==> config.mk <==
export PLATFORM = sky130hd
export DESIGN_NAME = can_tx_priority_queue_unit
export DESIGN_NICKNAME = d
export VERILOG_FILES = /design/src/sv/ctpq_pkg.sv /design/src/sv/ctpq_cell.sv /design/src/sv/ctpq_list.sv /design/src/sv/can_tx_priority_queue_unit.sv
export SDC_FILE = /design/constraint.sdc
export NUM_CORES = 2
export LEC_CHECK = 0
export ABC_AREA = 1
export BUFFER_PORTS_ARGS = -buffer_cell sky130_fd_sc_hd__buf_4
export CAP_MARGIN = 20
export CORE_UTILIZATION = 55
export CTS_CLUSTER_DIAMETER = 30
export CTS_CLUSTER_SIZE = 20
export DETAILED_ROUTE_END_ITERATION = 8
export GPL_TIMING_DRIVEN = 1
export HOLD_SLACK_MARGIN = 0.12
export PLACE_DENSITY = 0.72
export RECOVER_POWER = 50
export SLEW_MARGIN = 25
export SYNTH_ARGS = -nofsm -noshare
export SYNTH_HDL_FRONTEND = slang
export SYNTH_SLANG_ARGS = --single-unit
export TNS_END_PERCENT = 5
==> constraint.sdc <==
create_clock -name clk -period 12.5 [get_ports clk]
set_input_delay 1.25 -clock clk [delete_from_list [all_inputs] [get_ports clk]]
set_output_delay 1.25 -clock clk [all_outputs]
set_load 0.05 [all_outputs]
==> src/sv/ctpq_pkg.sv <==
// ----------------------------------------------------------------------------
// ctpq_pkg
// shared types and constants of the can transmit priority queue
// ----------------------------------------------------------------------------
package ctpq_pkg;

  localparam int SLOT_COUNT = 8;
  localparam int SLOT_W = $clog2(SLOT_COUNT);
  localparam int CNT_W = $clog2(SLOT_COUNT + 1);
  localparam int ID_W = 29;
  localparam int LEN_W = 4;
  localparam int PAY_W = 64;
  localparam logic [LEN_W-1:0] MAX_LEN = LEN_W'(8);

  typedef enum logic [1:0] {
    ACT_ADD     = 2'd0,
    ACT_FETCH   = 2'd1,
    ACT_REVERT  = 2'd2,
    ACT_CONFIRM = 2'd3
  } action_t;

  typedef enum logic [2:0] {
    ST_OK      = 3'd0,
    ST_EMPTY   = 3'd1,
    ST_BLOCKED = 3'd2,
    ST_FULL    = 3'd3,
    ST_INVALID = 3'd4
  } status_t;

  typedef enum logic [2:0] {
    OP_HOLD,
    OP_CLEAR,
    OP_INSERT,
    OP_REMOVE,
    OP_PUSH,
    OP_REMOVE_PUSH
  } list_op_t;

  typedef enum logic {
    S_IDLE,
    S_EXEC
  } state_t;

  typedef struct packed {
    logic              valid;
    logic [SLOT_W-1:0] slot;
    logic [ID_W-1:0]   id;
  } cell_t;

  typedef struct packed {
    list_op_t          op;
    logic [ID_W-1:0]   key;
    logic [SLOT_W-1:0] mslot;
    logic [SLOT_W-1:0] new_slot;
    logic [ID_W-1:0]   new_id;
  } list_ctl_t;

endpackage

==> src/sv/ctpq_cell.sv <==
// ----------------------------------------------------------------------------
// ctpq_cell
// one entry of an ordered slot list, shifts with its neighbors
// ----------------------------------------------------------------------------
module ctpq_cell (
  input  logic               clk,
  input  logic               rst,
  input  ctpq_pkg::list_ctl_t ctl,
  input  ctpq_pkg::cell_t    left,
  input  ctpq_pkg::cell_t    right,
  input  logic               gt_in,
  input  logic               match_in,
  output ctpq_pkg::cell_t    own,
  output logic               gt_out,
  output logic               match_out,
  output logic               eq,
  output logic               match
);
  import ctpq_pkg::*;

  cell_t own_next;
  logic  gt;

  assign gt = own.valid && (own.id > ctl.key);
  assign match = own.valid && (own.slot == ctl.mslot);
  assign eq = own.valid && (own.id == ctl.key);
  assign gt_out = gt_in | gt;
  assign match_out = match_in | match;

  always_comb begin
    own_next = own;
    case (ctl.op)
      OP_CLEAR: own_next.valid = 1'b0;
      OP_INSERT: begin
        if (gt_in) begin
          own_next = left;
        end else if (gt || (!own.valid && left.valid)) begin
          own_next = '{valid: 1'b1, slot: ctl.new_slot, id: ctl.new_id};
        end
      end
      OP_REMOVE: begin
        if (match_in || match) begin
          own_next = right;
        end
      end
      OP_PUSH: own_next = left;
      OP_REMOVE_PUSH: begin
        if (!match_in) begin
          own_next = left;
        end
      end
      default: own_next = own;
    endcase
  end

  always_ff @(posedge clk) begin
    if (rst) begin
      own.valid <= 1'b0;
    end else begin
      own.valid <= own_next.valid;
    end
    own.slot <= own_next.slot;
    own.id <= own_next.id;
  end

endmodule

==> src/sv/ctpq_list.sv <==
// ----------------------------------------------------------------------------
// ctpq_list
// row of cells forming one ordered slot list
// ----------------------------------------------------------------------------
module ctpq_list (
  input  logic                               clk,
  input  logic                               rst,
  input  ctpq_pkg::list_ctl_t                ctl,
  output ctpq_pkg::cell_t                    head,
  output logic                               any_eq,
  output logic                               any_match,
  output logic [ctpq_pkg::ID_W-1:0]          match_id,
  output logic [ctpq_pkg::SLOT_COUNT-1:0]    valid_vec
);
  import ctpq_pkg::*;

  cell_t cells [SLOT_COUNT];
  cell_t lefts [SLOT_COUNT];
  cell_t rights [SLOT_COUNT];
  logic [SLOT_COUNT:0] gt_c;
  logic [SLOT_COUNT:0] m_c;
  logic [SLOT_COUNT-1:0] eqs;
  logic [SLOT_COUNT-1:0] hits;

  assign gt_c[0] = 1'b0;
  assign m_c[0] = 1'b0;

  for (genvar i = 0; i < SLOT_COUNT; i++) begin : g_cell
    if (i == 0) begin : g_first
      assign lefts[i] = '{valid: 1'b1, slot: ctl.new_slot, id: ctl.new_id};
    end else begin : g_mid
      assign lefts[i] = cells[i-1];
    end
    if (i == SLOT_COUNT - 1) begin : g_last
      assign rights[i] = '0;
    end else begin : g_inner
      assign rights[i] = cells[i+1];
    end
    ctpq_cell u_cell (
      .clk       (clk),
      .rst       (rst),
      .ctl       (ctl),
      .left      (lefts[i]),
      .right     (rights[i]),
      .gt_in     (gt_c[i]),
      .match_in  (m_c[i]),
      .own       (cells[i]),
      .gt_out    (gt_c[i+1]),
      .match_out (m_c[i+1]),
      .eq        (eqs[i]),
      .match     (hits[i])
    );
    assign valid_vec[i] = cells[i].valid;
  end

  assign head = cells[0];
  assign any_eq = |eqs;
  assign any_match = m_c[SLOT_COUNT];

  always_comb begin
    match_id = '0;
    for (int i = 0; i < SLOT_COUNT; i++) begin
      if (hits[i]) begin
        match_id = match_id | cells[i].id;
      end
    end
  end

endmodule

==> src/sv/can_tx_priority_queue_unit.sv <==
// ----------------------------------------------------------------------------
// can_tx_priority_queue_unit
// transmit frame cache with identifier priority or ring fifo ordering
// ----------------------------------------------------------------------------
// channel  direction  handshake           payload
// in       input      in_valid/in_stall   action can_id data_length payload slot_handle
// out      output     out_valid/out_stall status slot_out id_out length_out payload_out
// cfg      input      cfg_valid/cfg_ready cfg_data (priority_mode)
//
// each transaction is captured into the input registers; once the output register
// is free, it updates the cell rows and frame store and loads the result register.
// a result waits in the output register while out_stall is high; one more
// transaction can be captured meanwhile, then in_stall stays high until the
// waiting result leaves. reset empties both lists and selects priority mode.
// ----------------------------------------------------------------------------
module can_tx_priority_queue_unit (
  input  logic                          clk,
  input  logic                          rst,
  input  logic                          in_valid,
  output logic                          in_stall,
  input  logic [1:0]                    action,
  input  logic [ctpq_pkg::ID_W-1:0]     can_id,
  input  logic [ctpq_pkg::LEN_W-1:0]    data_length,
  input  logic [ctpq_pkg::PAY_W-1:0]    payload,
  input  logic [ctpq_pkg::SLOT_W-1:0]   slot_handle,
  output logic                          out_valid,
  input  logic                          out_stall,
  output logic [2:0]                    status,
  output logic [ctpq_pkg::SLOT_W-1:0]   slot_out,
  output logic [ctpq_pkg::ID_W-1:0]     id_out,
  output logic [ctpq_pkg::LEN_W-1:0]    length_out,
  output logic [ctpq_pkg::PAY_W-1:0]    payload_out,
  input  logic                          cfg_valid,
  output logic                          cfg_ready,
  input  logic                          cfg_data
);
  import ctpq_pkg::*;

  state_t state, state_next;
  logic mode;
  logic mode_chg;

  action_t             r_action;
  logic [ID_W-1:0]     r_id;
  logic [LEN_W-1:0]    r_len;
  logic [PAY_W-1:0]    r_pay;
  logic [SLOT_W-1:0]   r_handle;

  logic [ID_W-1:0]     store_id  [SLOT_COUNT];
  logic [LEN_W-1:0]    store_len [SLOT_COUNT];
  logic [PAY_W-1:0]    store_pay [SLOT_COUNT];

  logic [CNT_W-1:0]    pending_count, pending_count_next;
  logic [CNT_W-1:0]    inflight_count, inflight_count_next;
  logic [SLOT_COUNT-1:0] free_mask, free_mask_next;
  logic [SLOT_W-1:0]   ring_write_index, ring_write_index_next;
  logic [SLOT_W-1:0]   ring_send_index, ring_send_index_next;
  logic [SLOT_W-1:0]   ring_confirm_index, ring_confirm_index_next;

  list_ctl_t p_ctl, i_ctl;
  cell_t     p_head, i_head;
  logic      p_eq, i_eq, p_match, i_match;
  logic [ID_W-1:0] p_match_id, i_match_id;
  logic [SLOT_COUNT-1:0] p_valid, i_valid;

  logic fire;
  logic out_free;
  status_t st;
  logic [SLOT_W-1:0] slot;
  logic [SLOT_W-1:0] rd_slot;
  logic do_write;
  logic free_any;
  logic [SLOT_W-1:0] free_slot;

  assign cfg_ready = 1'b1;
  assign mode_chg = cfg_valid && cfg_ready && (cfg_data != mode);
  assign in_stall = (state != S_IDLE);
  assign out_free = !out_valid || !out_stall;
  assign fire = (state == S_EXEC) && out_free;

  ctpq_list u_pending (
    .clk(clk), .rst(rst), .ctl(p_ctl), .head(p_head), .any_eq(p_eq),
    .any_match(p_match), .match_id(p_match_id), .valid_vec(p_valid)
  );

  ctpq_list u_inflight (
    .clk(clk), .rst(rst), .ctl(i_ctl), .head(i_head), .any_eq(i_eq),
    .any_match(i_match), .match_id(i_match_id), .valid_vec(i_valid)
  );

  function automatic logic [SLOT_W-1:0] ring_next(input logic [SLOT_W-1:0] i);
    return (i == SLOT_W'(SLOT_COUNT - 1)) ? '0 : i + 1'b1;
  endfunction

  always_comb begin
    free_any = 1'b0;
    free_slot = '0;
    for (int i = SLOT_COUNT - 1; i >= 0; i--) begin
      if (free_mask[i]) begin
        free_any = 1'b1;
        free_slot = SLOT_W'(i);
      end
    end
  end

  assign rd_slot = mode ? p_head.slot : ring_send_index;

  always_comb begin
    state_next = state;
    case (state)
      S_IDLE: if (in_valid) state_next = S_EXEC;
      S_EXEC: if (out_free) state_next = S_IDLE;
      default: state_next = S_IDLE;
    endcase
  end

  always_comb begin
    p_ctl = '{op: OP_HOLD, key: r_id, mslot: r_handle, new_slot: free_slot, new_id: r_id};
    i_ctl = '{op: OP_HOLD, key: p_head.id, mslot: r_handle, new_slot: p_head.slot,
              new_id: p_head.id};
    pending_count_next = pending_count;
    inflight_count_next = inflight_count;
    free_mask_next = free_mask;
    ring_write_index_next = ring_write_index;
    ring_send_index_next = ring_send_index;
    ring_confirm_index_next = ring_confirm_index;
    st = ST_OK;
    slot = '0;
    do_write = 1'b0;
    case (r_action)
      ACT_ADD: begin
        if (r_len > MAX_LEN) begin
          st = ST_INVALID;
        end else if ((pending_count + inflight_count) >= CNT_W'(SLOT_COUNT)) begin
          st = ST_FULL;
        end else if (mode) begin
          if (!free_any) begin
            st = ST_FULL;
          end else begin
            slot = free_slot;
            do_write = 1'b1;
            p_ctl.op = OP_INSERT;
            pending_count_next = pending_count + 1'b1;
            free_mask_next[free_slot] = 1'b0;
          end
        end else begin
          slot = ring_write_index;
          do_write = 1'b1;
          ring_write_index_next = ring_next(ring_write_index);
          pending_count_next = pending_count + 1'b1;
        end
      end
      ACT_FETCH: begin
        if (pending_count == '0) begin
          st = ST_EMPTY;
        end else if (mode) begin
          if (i_eq) begin
            st = ST_BLOCKED;
          end else begin
            slot = p_head.slot;
            p_ctl.op = OP_REMOVE;
            p_ctl.mslot = p_head.slot;
            i_ctl.op = OP_INSERT;
            pending_count_next = pending_count - 1'b1;
            inflight_count_next = inflight_count + 1'b1;
          end
        end else begin
          slot = ring_send_index;
          ring_send_index_next = ring_next(ring_send_index);
          pending_count_next = pending_count - 1'b1;
          inflight_count_next = inflight_count + 1'b1;
        end
      end
      ACT_REVERT: begin
        if (mode) begin
          if (free_mask[r_handle]) begin
            st = ST_INVALID;
          end else begin
            slot = r_handle;
            p_ctl.new_slot = r_handle;
            i_ctl.mslot = r_handle;
            if (i_match) begin
              i_ctl.op = OP_REMOVE;
              p_ctl.op = OP_PUSH;
              p_ctl.new_id = i_match_id;
              inflight_count_next = inflight_count - 1'b1;
              pending_count_next = pending_count + 1'b1;
            end else begin
              p_ctl.op = OP_REMOVE_PUSH;
              p_ctl.new_id = p_match_id;
            end
          end
        end else begin
          if (inflight_count == '0) begin
            st = ST_INVALID;
          end else begin
            ring_send_index_next = (ring_send_index == '0) ?
                                   SLOT_W'(SLOT_COUNT - 1) : ring_send_index - 1'b1;
            slot = ring_send_index_next;
            inflight_count_next = inflight_count - 1'b1;
            pending_count_next = pending_count + 1'b1;
          end
        end
      end
      ACT_CONFIRM: begin
        if (inflight_count == '0) begin
          st = ST_EMPTY;
        end else if (mode) begin
          slot = i_head.slot;
          i_ctl.op = OP_REMOVE;
          i_ctl.mslot = i_head.slot;
          free_mask_next[i_head.slot] = 1'b1;
          inflight_count_next = inflight_count - 1'b1;
        end else begin
          slot = ring_confirm_index;
          ring_confirm_index_next = ring_next(ring_confirm_index);
          inflight_count_next = inflight_count - 1'b1;
        end
      end
      default: st = ST_INVALID;
    endcase
    if (mode_chg) begin
      p_ctl.op = OP_CLEAR;
      i_ctl.op = OP_CLEAR;
    end else if (!fire) begin
      p_ctl.op = OP_HOLD;
      i_ctl.op = OP_HOLD;
    end
  end

  always_ff @(posedge clk) begin
    if (rst) begin
      state <= S_IDLE;
      mode <= 1'b1;
      out_valid <= 1'b0;
      pending_count <= '0;
      inflight_count <= '0;
      free_mask <= '1;
      ring_write_index <= '0;
      ring_send_index <= '0;
      ring_confirm_index <= '0;
    end else begin
      state <= state_next;
      if (fire) begin
        out_valid <= 1'b1;
      end else if (!out_stall) begin
        out_valid <= 1'b0;
      end
      if (mode_chg) begin
        mode <= cfg_data;
        pending_count <= '0;
        inflight_count <= '0;
        free_mask <= '1;
        ring_write_index <= '0;
        ring_send_index <= '0;
        ring_confirm_index <= '0;
      end else if (fire) begin
        pending_count <= pending_count_next;
        inflight_count <= inflight_count_next;
        free_mask <= free_mask_next;
        ring_write_index <= ring_write_index_next;
        ring_send_index <= ring_send_index_next;
        ring_confirm_index <= ring_confirm_index_next;
      end
    end
  end

  always_ff @(posedge clk) begin
    if (in_valid && !in_stall) begin
      r_action <= action_t'(action);
      r_id <= can_id;
      r_len <= data_length;
      r_pay <= payload;
      r_handle <= slot_handle;
    end
    if (fire && do_write) begin
      store_id[slot] <= r_id;
      store_len[slot] <= r_len;
      store_pay[slot] <= r_pay;
    end
    if (fire) begin
      status <= st;
      slot_out <= slot;
      if (st == ST_OK && r_action == ACT_FETCH) begin
        id_out <= store_id[rd_slot];
        length_out <= store_len[rd_slot];
        payload_out <= store_pay[rd_slot];
      end else begin
        id_out <= '0;
        length_out <= '0;
        payload_out <= '0;
      end
    end
  end

  a_count_bound: assert property (@(posedge clk) disable iff (rst)
    (pending_count + inflight_count) <= CNT_W'(SLOT_COUNT))
    else $error("slot count exceeded");

  a_free_mask: assert property (@(posedge clk) disable iff (rst)
    mode |-> ($countones(~free_mask) == int'(pending_count + inflight_count)))
    else $error("free mask out of step with counts");

  a_pend_cells: assert property (@(posedge clk) disable iff (rst)
    mode |-> ($countones(p_valid) == int'(pending_count)))
    else $error("pending cells out of step with count");

  a_infl_cells: assert property (@(posedge clk) disable iff (rst)
    mode |-> ($countones(i_valid) == int'(inflight_count)))
    else $error("in-flight cells out of step with count");

  a_pend_empty: assert property (@(posedge clk) disable iff (rst)
    (mode && pending_count == '0) |-> (!p_eq && !p_match))
    else $error("empty pending list reports a hit");

endmodule

==> results_dict.tcl <==
set metrics [dict create \
    outcome "finished, violations left" \
    violations "DRC, capacitance limit, slew limit" \
    area_delta_synth_final_pct 18.08 \
    coreArea_um2 149600 \
    fmax_ghz 0.1018 \
    antenna_left 0 \
    layout_commonest_cell "nand2_1" \
    die_x_um 390.2 \
    min_period_ns 9.827 \
    crit-reg2reg-launch "r_action[1]" \
    post_drt_wl_per_cell_um 28.35 \
    rsz0062_at_grt "no" \
    finalSetupViolCount 0 \
    die_h_um 390.2 \
    holdWs_ns 0.4756 \
    p_seq_frac 0.356 \
    die-area_um2 152200 \
    syn_avg_cell_area_um2 9.538 \
    synth_edf_count 1493 \
    port_buffers 212 \
    critPathKind "register to register" \
    final_cell_mix "2072 x nand2_1, 1493 x edfxtp_1, 921 x nand3_1" \
    clockPowerShare 0.565 \
    finalHoldViolations 0 \
    nets 9518 \
    grt_usage 0.4070 \
    tns_ns 0 \
    clockBufferDepth 4 \
    viasPerCell 6.592 \
    synthFlopType "edfxtp_1" \
    syn-cell-area_um2 82860 \
    switching_share 0.2449 \
    finalClockSkew_ns 0.09111 \
    start_util 0.5539 \
    power_density_nw_per_um2 170.1 \
    power_frac_comb 0.080 \
    grt-ovfl-total 0 \
    ys.warnings.count 0 \
    peakVddDrop_uv 150.4 \
    vias 74100 \
    yosysSeqAreaShare 0.5517 \
    synth_area_leaders "edfxtp_1 54%, nand2_1 9.4%, ha_1 7.2%" \
    finalWirelength_um 318700 \
    maxSlewHeadroom -1.828 \
    cp-startpoint "r_action[1]" \
    worstPathMaxFanout 64 \
    p_leak_uw 0.03846 \
    fin_crit_sh 0.7861 \
    rows 142 \
    worstMarginPinSlew_ns 4.242 \
    cap_violations 17 \
    dp_hpwl_um 202600 \
    cts_sinks 1537 \
    clock_latency_ns 0.97 \
    path_clk_slew_ns 0.05 \
    ys_async_sr_fraction 0 \
    post_cts_buffers 0 \
    p_sw_uw 4077 \
    start_kind "register" \
    hold_path.class "register to register" \
    post-synth-top-area-fraction 0.5410 \
    cts_resized 0 \
    min_from "out_valid" \
    synth.distinct_cells 65 \
    cts_inserted_buffers 357 \
    gp_congestion 1.053 \
    nFillCells 11650 \
    grt_max_degree 203 \
    htree_num_levels 5 \
    ys_ff_latch 1537 \
    drv_slew 651 \
    cts_tree "built" \
    synth_nets 9276 \
    drt_iter0_markers 11240 \
    end_kind "register" \
    first_global_vias 69550 \
    yosysTopAreaCell "edfxtp_1" \
    drt_first_pass_iters 9 \
    io_pins 214 \
    p_int_uw 12570 \
    grt_pass1_wl_um 456500 \
    cts-root-buf "clkbuf_16" \
    hold_buffers 0 \
    syn_inst 8688 \
    drc 1 \
    worstPathRequired_ns 13.05 \
    layout-drive-gt1-share 0.09411 \
    antenna_found_initial 22 \
    cp.arrival_ns 10.37 \
]
==> cell type report <==
class / count / area (µm²) / area share
Timing Repair Buffer: 339 / 2029 / 0.02074
Clock buffer: 394 / 9230 / 0.09434
Multi-Input combinational cell: 6077 / 33140 / 0.3387
Clock inverter: 248 / 2831 / 0.02894
Sequential cell: 1537 / 45710 / 0.4672
Inverter: 618 / 2352 / 0.02404
Antenna cell: 11 / 27.53 / 0.0002813
Tap cell: 2016 / 2522 / 0.02578
==> synth_stat cells, types with 19 or more instances <==
cell          n
inv_1       589
nor3_1       54
a22oi_1     148
nor2_1      454
nand4_1      67
a21oi_1     640
o2111ai_1    19
o211ai_1    124
inv_2        24
nand2_1    2076
edfxtp_1   1493
nand3b_1     19
a31oi_1      58
ha_1        479
o221ai_1     27
o22ai_1     190
a221oi_1     59
o21ai_0     489
o21ai_1      55
buf_2       107
o21a_1       23
nand3_1     921
buf_1        33
nor4_1       48
dfxtp_1      44
clkbuf_1    296
==> stage by stage <==
stage | area (µm²) | util | cells | worst slack (ns) | power [µW]
after floorplan | 82860 | - | 8688 | 5.336 | 6785
after global placement | 86350 | 0.5772 | 10590 | 5.905 | 7264
after detailed placement | 86350 | 0.5772 | 10590 | 5.830 | 7284
after CTS | 98420 | 0.6579 | 11230 | 5.784 | 16630
after global routing | 97820 | 0.6539 | 11230 | 2.718 | 17000
final | 97840 | 0.6540 | 11240 | 2.673 | 16640
==> critical path: stages (launching register included) <==
cell      delay [ns]
edfxtp_1        0.59
nand2_1         0.23
inv_1           0.37
nand3_1         0.25
nand2_1         0.15
nand2_1         0.17
inv_1           0.41
o22ai_1         0.14
nor2_1          0.14
nand2_2         0.05
clkbuf_1        0.88
nand2_1         0.29
nor2_1          0.15
nand3_2         0.10
nand2_1         0.36
nand2_1         0.18
nand2_1         0.22
nor2_4          0.19
clkbuf_1        2.43
nand3_1         1.13
nand2_1         0.40
nor2_4          0.13
buf_4           0.42
==> logic make-up (layout without fill, tap and decap cells) <==
family | Yosys count | in the layout | synth area share
buffers and inverters | 1074 | 1599 | 0.05132
multiplexers | 1 | 1 | 0.0001208
AND/OR/NAND/NOR | 3693 | 3693 | 0.1890
AO/OA/AOI/OAI | 1887 | 1887 | 0.1337
XOR/XNOR | 15 | 15 | 0.001585
flip-flops | 1537 | 1537 | 0.5517
adder cells (fa/ha/maj) | 480 | 480 | 0.07257
other | 1 | 12 | 0.00004525
==> registers in the layout (all words and copies together), names as in the netlist, 3 cells and up <==
register,count
free_mask,8
id_out,29
inflight_count,4
length_out,4
payload_out,64
pending_count,4
r_handle,3
r_id,29
r_len,4
r_pay,64
ring_confirm_index,3
ring_send_index,3
ring_write_index,3
slot_out,3
status,3
store_id,232
store_len,32
store_pay,512
u_inflight.g_cell.u_cell.own,264
u_pending.g_cell.u_cell.own,264
==> final timing paths <==
path	to	cells past startpoint	slack, ns
setup / recovery	u_inflight.g_cell[6].u_cell.own[17]	22	2.67
hold / removal	out_valid	2	0.48
setup reg to reg	u_inflight.g_cell[6].u_cell.own[17]	22	2.67
hold reg to reg	out_valid	2	0.48
==> power groups by stage <==
stage	registers [µW]	clock network (µW)	logic [µW]
global placement	6000	0	1270
global route	5920	9670	1410
CTS	5910	9420	1300
finish	5920	9400	1320
detailed placement	6000	0	1290
floorplan	6020	0	764
==> per-layer routing <==
metal	track usage	vias up	part of all wire	routed length [µm]
li1	-	31890	-	-
met1	0.5187	34730	0.36	114000
met2	0.6057	6053	0.43	137200
met3	0.1218	1391	0.14	44600
met4	0.2588	34	0.071	22660
met5	0	-	0.00069	219
Note: power is estimated with default switching activity, not from simulation.
